**config.mk**
```make
export PLATFORM = sky130hd
export DESIGN_NAME = lattice_value_noise_hash
export DESIGN_NICKNAME = d
export VERILOG_FILES = /design/src/rtl/core/lvnh_pkg.sv /design/src/rtl/core/lvnh_mul.sv /design/src/rtl/core/lattice_value_noise_hash.sv
export SDC_FILE = /design/constraint.sdc
export NUM_CORES = 2
export LEC_CHECK = 0
export BUFFER_PORTS_ARGS = -buffer_cell sky130_fd_sc_hd__buf_2
export CORE_MARGIN = 10
export CORE_UTILIZATION = 35
export DETAILED_ROUTE_END_ITERATION = 10
export SETUP_SLACK_MARGIN = 0.5
export SLEW_MARGIN = 40
export SYNTH_ARGS = -nofsm -noshare
export SYNTH_HDL_FRONTEND = slang
export SYNTH_SLANG_ARGS = --single-unit
```
**constraint.sdc**
```tcl
create_clock -name i_clk -period 9.09 [get_ports i_clk]
set_input_delay 0.909 -clock i_clk [delete_from_list [all_inputs] [get_ports i_clk]]
set_output_delay 0.909 -clock i_clk [all_outputs]
set_load 0.005 [all_outputs]
```
**src/rtl/core/lvnh_pkg.sv**
```systemverilog
// types and constants of the lattice value noise hash
package lvnh_pkg;

    localparam int COORD_W  = 16;
    localparam int DIM_W    = 3;
    localparam int SUM_W    = 34;
    localparam int FRAC_W   = 30;
    localparam int WORD_W   = 32;
    localparam int PROD_W   = 2 * WORD_W;
    localparam int HALF_W   = 17;
    localparam int PART_W   = 37;
    localparam int FULL_W   = 54;
    localparam int QUOT_W   = FULL_W - FRAC_W;
    localparam int HASH_SHL = 13;
    localparam int MASK_W   = 31;

    localparam logic [WORD_W-1:0] SCALE_MULT = 32'd850000;
    localparam logic [WORD_W-1:0] HASH_MUL   = 32'd15731;
    localparam logic [WORD_W-1:0] HASH_ADD_A = 32'd789221;
    localparam logic [WORD_W-1:0] HASH_ADD_B = 32'd1376312589;
    localparam logic [SUM_W-1:0]  ONE_FIXED  = 34'd1073741824;
    localparam logic [DIM_W-1:0]  DIM_RESET  = 3'd1;

    // operand pair for the shared multiplier
    typedef struct packed {
        logic              en;
        logic [WORD_W-1:0] a;
        logic [WORD_W-1:0] b;
    } t_mul_req;

endpackage

```
**src/rtl/core/lvnh_mul.sv**
```systemverilog
// shared 32x32 multiplier with registered 64-bit product
module lvnh_mul (
    input  logic                          i_clk,
    input  lvnh_pkg::t_mul_req            i_req,
    output logic [lvnh_pkg::PROD_W-1:0]   o_prod
);

    logic [lvnh_pkg::PROD_W-1:0] r_prod;

    always_ff @(posedge i_clk) begin
        if (i_req.en) begin
            r_prod <= lvnh_pkg::PROD_W'(i_req.a) * lvnh_pkg::PROD_W'(i_req.b);
        end
    end

    assign o_prod = r_prod;

endmodule

```
**src/rtl/core/lattice_value_noise_hash.sv**
```systemverilog
// lattice value noise hash: top level with sequencer and accumulator
//
//  channel | direction | handshake                   | payload
//  --------+-----------+-----------------------------+----------------------------
//  in      | in        | i_in_valid / o_in_stall     | i_coordinate     [15:0]
//  out     | out       | o_out_valid / i_out_stall   | o_noise_value    [33:0] signed
//  cfg     | in        | i_cfg_valid / o_cfg_ready   | i_cfg_dimensions [2:0]
//
// each coordinate transaction is the accept step plus 8 sequencer steps,
// five of them on the single shared 32x32 multiplier (two partial products of the
// scaled sum, then the square, the constant and the final mix)
// synchronous active-low reset clears sum, count and output valid, sets dimensions to 1
// a finished result waits in the output register while the next coordinate is accepted;
// the sequencer holds in its last step only while a new result meets a stalled one
module lattice_value_noise_hash #(
    parameter int MAX_DIMENSIONS = 4
) (
    input  logic                                 i_clk,
    input  logic                                 i_rst_n,
    input  logic                                 i_in_valid,
    output logic                                 o_in_stall,
    input  logic [lvnh_pkg::COORD_W-1:0]         i_coordinate,
    output logic                                 o_out_valid,
    input  logic                                 i_out_stall,
    output logic signed [lvnh_pkg::SUM_W-1:0]    o_noise_value,
    input  logic                                 i_cfg_valid,
    output logic                                 o_cfg_ready,
    input  logic [lvnh_pkg::DIM_W-1:0]           i_cfg_dimensions
);

    localparam int CNT_W = $clog2(MAX_DIMENSIONS + 1);
    localparam int CMP_W = (CNT_W > lvnh_pkg::DIM_W) ? CNT_W : lvnh_pkg::DIM_W;

    typedef enum logic [3:0] {
        S_IDLE,  // waiting for a coordinate
        S_LO,    // low half of |sum| times scale
        S_HI,    // high half of |sum| times scale
        S_SEED,  // seed and shift-xor
        S_SQ,    // s * s
        S_C1,    // s^2 * 15731
        S_ADD,   // + 789221
        S_MIX,   // s * t
        S_FIN    // finish hash, accumulate, maybe emit
    } t_state;

    t_state                               r_state;
    logic [lvnh_pkg::DIM_W-1:0]           r_dims;
    logic [lvnh_pkg::SUM_W-1:0]           r_sum;
    logic [CNT_W-1:0]                     r_cnt;
    logic [lvnh_pkg::COORD_W-1:0]         r_coord;
    logic [lvnh_pkg::PART_W-1:0]          r_plo;
    logic [lvnh_pkg::WORD_W-1:0]          r_s;
    logic [lvnh_pkg::WORD_W-1:0]          r_t;
    logic                                 r_out_valid;
    logic [lvnh_pkg::SUM_W-1:0]           r_out;

    lvnh_pkg::t_mul_req                   mul_req;
    logic [lvnh_pkg::PROD_W-1:0]          mul_prod;

    logic [lvnh_pkg::SUM_W-1:0]           mag;
    logic [lvnh_pkg::FULL_W-1:0]          full_prod;
    logic [lvnh_pkg::WORD_W-1:0]          quot;
    logic [lvnh_pkg::WORD_W-1:0]          n_seed;
    logic [lvnh_pkg::WORD_W-1:0]          n_s;
    logic [lvnh_pkg::WORD_W-1:0]          hash;
    logic [lvnh_pkg::SUM_W-1:0]           term;
    logic [lvnh_pkg::SUM_W-1:0]           n_sum;
    logic [CMP_W-1:0]                     cnt_inc;
    logic [CMP_W-1:0]                     dims_ext;
    logic [CMP_W-1:0]                     eff_dims;
    logic                                 point_done;
    logic                                 out_free;
    logic                                 in_accept;
    logic                                 emit;

    lvnh_mul u_mul (
        .i_clk  (i_clk),
        .i_req  (mul_req),
        .o_prod (mul_prod)
    );

    // magnitude of the accumulator, scaled product built from two partials
    assign mag       = r_sum[lvnh_pkg::SUM_W-1] ? (~r_sum + lvnh_pkg::SUM_W'(1)) : r_sum;
    assign full_prod = {mul_prod[lvnh_pkg::PART_W-1:0], {lvnh_pkg::HALF_W{1'b0}}}
                     + lvnh_pkg::FULL_W'(r_plo);

    // quotient by 2^30, sign restored afterwards: truncation toward zero
    always_comb begin
        quot = lvnh_pkg::WORD_W'(full_prod[lvnh_pkg::FULL_W-1:lvnh_pkg::FRAC_W]);
        if (r_sum[lvnh_pkg::SUM_W-1]) begin
            quot = ~quot + lvnh_pkg::WORD_W'(1);
        end
    end

    assign n_seed = lvnh_pkg::WORD_W'(r_coord) + quot;
    assign n_s    = (n_seed << lvnh_pkg::HASH_SHL) ^ n_seed;

    assign hash  = mul_prod[lvnh_pkg::WORD_W-1:0] + lvnh_pkg::HASH_ADD_B;
    assign term  = lvnh_pkg::ONE_FIXED
                 - lvnh_pkg::SUM_W'(hash[lvnh_pkg::MASK_W-1:0]);
    assign n_sum = r_sum + term;

    // effective point length: zero counts as one, saturate at the maximum
    assign cnt_inc  = CMP_W'(r_cnt) + CMP_W'(1);
    assign dims_ext = CMP_W'(r_dims);
    always_comb begin
        if (r_dims == '0) begin
            eff_dims = CMP_W'(1);
        end else if (dims_ext > CMP_W'(MAX_DIMENSIONS)) begin
            eff_dims = CMP_W'(MAX_DIMENSIONS);
        end else begin
            eff_dims = dims_ext;
        end
    end
    assign point_done = (cnt_inc >= eff_dims);

    assign out_free  = !r_out_valid || !i_out_stall;
    assign in_accept = i_in_valid && (r_state == S_IDLE);
    assign emit      = (r_state == S_FIN) && point_done && out_free;

    // operand selection for the shared multiplier
    always_comb begin
        mul_req.en = 1'b1;
        mul_req.a  = '0;
        mul_req.b  = '0;
        case (r_state)
            S_LO: begin
                mul_req.a = lvnh_pkg::WORD_W'(mag[lvnh_pkg::HALF_W-1:0]);
                mul_req.b = lvnh_pkg::SCALE_MULT;
            end
            S_HI: begin
                mul_req.a = lvnh_pkg::WORD_W'(mag[lvnh_pkg::SUM_W-1:lvnh_pkg::HALF_W]);
                mul_req.b = lvnh_pkg::SCALE_MULT;
            end
            S_SQ: begin
                mul_req.a = r_s;
                mul_req.b = r_s;
            end
            S_C1: begin
                mul_req.a = mul_prod[lvnh_pkg::WORD_W-1:0];
                mul_req.b = lvnh_pkg::HASH_MUL;
            end
            S_MIX: begin
                mul_req.a = r_s;
                mul_req.b = r_t;
            end
            default: begin
                mul_req.en = 1'b0;
            end
        endcase
    end

    always_ff @(posedge i_clk) begin
        if (!i_rst_n) begin
            r_state     <= S_IDLE;
            r_dims      <= lvnh_pkg::DIM_RESET;
            r_sum       <= '0;
            r_cnt       <= '0;
            r_out_valid <= 1'b0;
        end else begin
            if (i_cfg_valid) begin
                r_dims <= i_cfg_dimensions;
            end
            // a new result replaces one leaving in the same cycle
            if (emit) begin
                r_out_valid <= 1'b1;
            end else if (r_out_valid && !i_out_stall) begin
                r_out_valid <= 1'b0;
            end
            case (r_state)
                S_IDLE: begin
                    if (in_accept) begin
                        r_coord <= i_coordinate;
                        r_state <= S_LO;
                    end
                end
                S_LO: begin
                    r_state <= S_HI;
                end
                S_HI: begin
                    r_plo   <= mul_prod[lvnh_pkg::PART_W-1:0];
                    r_state <= S_SEED;
                end
                S_SEED: begin
                    r_s     <= n_s;
                    r_state <= S_SQ;
                end
                S_SQ: begin
                    r_state <= S_C1;
                end
                S_C1: begin
                    r_state <= S_ADD;
                end
                S_ADD: begin
                    r_t     <= mul_prod[lvnh_pkg::WORD_W-1:0] + lvnh_pkg::HASH_ADD_A;
                    r_state <= S_MIX;
                end
                S_MIX: begin
                    r_state <= S_FIN;
                end
                S_FIN: begin
                    if (!point_done) begin
                        r_sum   <= n_sum;
                        r_cnt   <= CNT_W'(cnt_inc);
                        r_state <= S_IDLE;
                    end else if (out_free) begin
                        // last coordinate: emit and clear for the next point
                        r_out       <= n_sum;
                        r_sum       <= '0;
                        r_cnt       <= '0;
                        r_state     <= S_IDLE;
                    end
                end
                default: begin
                    r_state <= S_IDLE;
                end
            endcase
        end
    end

    assign o_in_stall    = (r_state != S_IDLE);
    assign o_out_valid   = r_out_valid;
    assign o_noise_value = r_out;
    assign o_cfg_ready   = 1'b1;

endmodule

```
==> metrics.yaml <==
vias: 28700
clock_sinks: 216
wl_met2_mm: 53.9
period_share_pct: 99.8
hold_class: "in2reg"
dp_cells: 5287
fmax_ghz: 0.110
slew_violations: 0
final_nets: 4873
io_buffers: 59
worst_path_most_repeated_cell: "fa_1"
synth_warnings: 0
slew_headroom_pct: 37.2
p_leak_nw: 18.4
track_usage_pct: 21.0
postRouteAntennaNets: 0
worstPathArrival_ns: 9.44
die_y_um: 336
ys_types: 107
yosys.area.top_type_share_pct: 31.6
grt_pass1_vias: 29200
syn_inst: 3849
worstPathMaxFanout: 9
cts.path.max_buffers: 3
synth_area_leader_cell: "fa_1"
max_stage_delay_ns: 0.56
finalHoldViolCount: 0
grt_overflow: 0
async_flop_share_pct: 0
ys_seq_area_share_pct: 17.3
finalClockSkew_ns: 0.0363
numCtsBuffers: 29
startpoint_type: "flip-flop"
maxCapViolCount: 0
worstMarginPinSlew_ns: 0.929
status: "complete, no violations"
tritoncts: "done"
fin_cells: 5398
synth_area_leaders: "fa_1 32%, edfxtp_1 15%, ha_1 7.6%, inv_1 7.1%, nor2_1 5.2%"
path_class: "reg2reg"
cts-root-buf: "clkbuf_16"
start_util_pct: 35.3
htree_levels: 1
power_mw: 4.85
grt_max_degree: 45
viasPerCell: 5.32
vdd_drop_max_uv: 187
num_io_pins: 61
drc_errors: 0
detail_route.first_pass.iterations: 8
rsz0062_at_grt: "yes"
syn_nets: 4635
routed.top_layer: "met5"
synth_area_per_cell_um2: 9.06
cpMaxStageDelayCell: "or4_4"
fin_crit_ns: 9.07
crit_path_end_kind: "flip-flop"
die_w_um: 336
grt_pass1_wl_mm: 181
wl_met1_mm: 49.7
cp.required_ns: 9.45
routedWlPerCell_um: 22.0
drive_gt1_share_pct: 16.2
drt-initial-drc-count: 2818
clk_pin_slew_worst_paths_ns: 0.07
num_rows: 115
synth_commonest_cells: "656 x inv_1, 551 x fa_1, 480 x nor2_1, 424 x nand2_1, 211 x ha_1"
fp.coreArea_mm2: 0.0987
hold_buffers: 0
power.density_mw_per_mm2: 118
dr_wl_met3_mm: 10.1
synth_edf_count: 171
synth_seq_cells: 216
synth_area_mm2: 0.0349
finalSetupViolations: 0
globalplace.congestion: 0.951
synth_ff_type: "edfxtp_1"
area_delta_synth_final_pct: 17.3
routed_wirelength_mm: 119
clk_latency_ns: 0.62
antenna_found_initial: 3
hpwl_mm: 96.9
yosysMostFrequentCell: "inv_1"
die-area_mm2: 0.113
## registers in the layout (all words and copies together), names as in the netlist
name / count
dims_ext: 3
o_noise_value: 34
o_out_valid: 1
r_cnt: 3
r_coord: 16
r_plo: 20
r_s: 32
r_state: 4
r_sum: 34
r_t: 32
u_mul.o_prod: 37
## final cells by class
cell class / count / area, µm²
repair buffers: 390 / 3170
clock buffers: 33 / 751
inverters: 657 / 2470
clock inverters: 20 / 238
multi-input cells: 2793 / 26600
flip-flops and latches: 216 / 6040
fillers: 9762 / 57800
diodes: 2 / 5.00
well taps: 1287 / 1610
## report_power, final
part / total (mW) / internal [mW] / switching (mW)
Clock: 1.22 / 0.712 / 0.503
Combinational: 2.30 / 0.827 / 1.48
Sequential: 1.33 / 1.23 / 0.0971
Total: 4.85 / 2.77 / 2.08
## layout by cell type, fill, tap and decap left out, types with 23 or more instances in the layout
| cell | n |
|---|---|
| a21o_1 | 39 |
| a21oi_1 | 87 |
| a22o_1 | 34 |
| a22oi_1 | 58 |
| and2_1 | 28 |
| buf_2 | 62 |
| buf_4 | 277 |
| buf_6 | 25 |
| clkbuf_16 | 29 |
| dfxtp_1 | 43 |
| edfxtp_1 | 171 |
| fa_1 | 523 |
| fa_2 | 28 |
| ha_1 | 201 |
| inv_1 | 641 |
| nand2_1 | 419 |
| nand2b_1 | 34 |
| nand3_1 | 33 |
| nor2_1 | 465 |
| nor2b_1 | 23 |
| nor3_1 | 38 |
| o21a_1 | 29 |
| o21ai_0 | 46 |
| xnor2_1 | 177 |
| xor2_1 | 93 |
## metrics by stage
stage | area [µm²] | worst slack [ns] | utilization, % | hold WS (ns) | setup TNS [ns]
after detailed placement | 38500 | -0.183 | 39.1 | 0.485 | -0.532
after CTS | 40300 | 0.145 | 40.8 | 0.437 | 0
after global placement | 38500 | -0.0799 | 39.0 | 0.480 | -0.185
after floorplan | 35100 | 0.374 | - | 0.421 | 0
final | 40900 | 0.0176 | 41.4 | 0.467 | 0
after global routing | 40900 | -0.223 | 41.4 | 0.454 | -1.27
## per-layer routing
metal / track usage (%) / up-vias
li1: - / 12800
met1: 28.4 / 14400
met2: 33.7 / 1220
met3: 3.24 / 265
met4: 7.84 / 2
met5: 0 / -
## timing repair
action,CTS,global route
pin swaps,95,82
setup buffers,35,20
resized for setup,99,100
hold endpoints to repair,0,0
gates cloned,1,0
setup endpoints to repair,15,19
## critical path: cells and delay by family (launching register included)
kind	cells	cell delay, ns
simple gates	5	1.33
fa+ha+maj	8	3.88
xor+xnor	11	2.08
compound gates	1	0.20
mux	1	0.11
buf+inv	8	0.93
flops	1	0.32
## kinds of logic after synthesis
logic type,Yosys count,share of synthesized area [%]
compound gates,540,11.4
xor+xnor,296,7.55
fa+ha+maj,762,39.2
buf+inv,840,9.18
flops,216,17.3
mux,9,0.269
other cells,1,0.0108
simple gates,1185,15.1
## worst paths after layout
path         slack [ns]          endpoint            start  depth (start not counted)
min reg2reg        0.49       dims_ext[0]      dims_ext[0]                          2
min                0.47        r_coord[6]  i_coordinate[6]                          1
max reg2reg        0.02  u_mul.o_prod[36]        r_sum[13]                         34
max                0.02  u_mul.o_prod[36]        r_sum[13]                         34
Note: power is estimated with default switching activity, not from simulation.
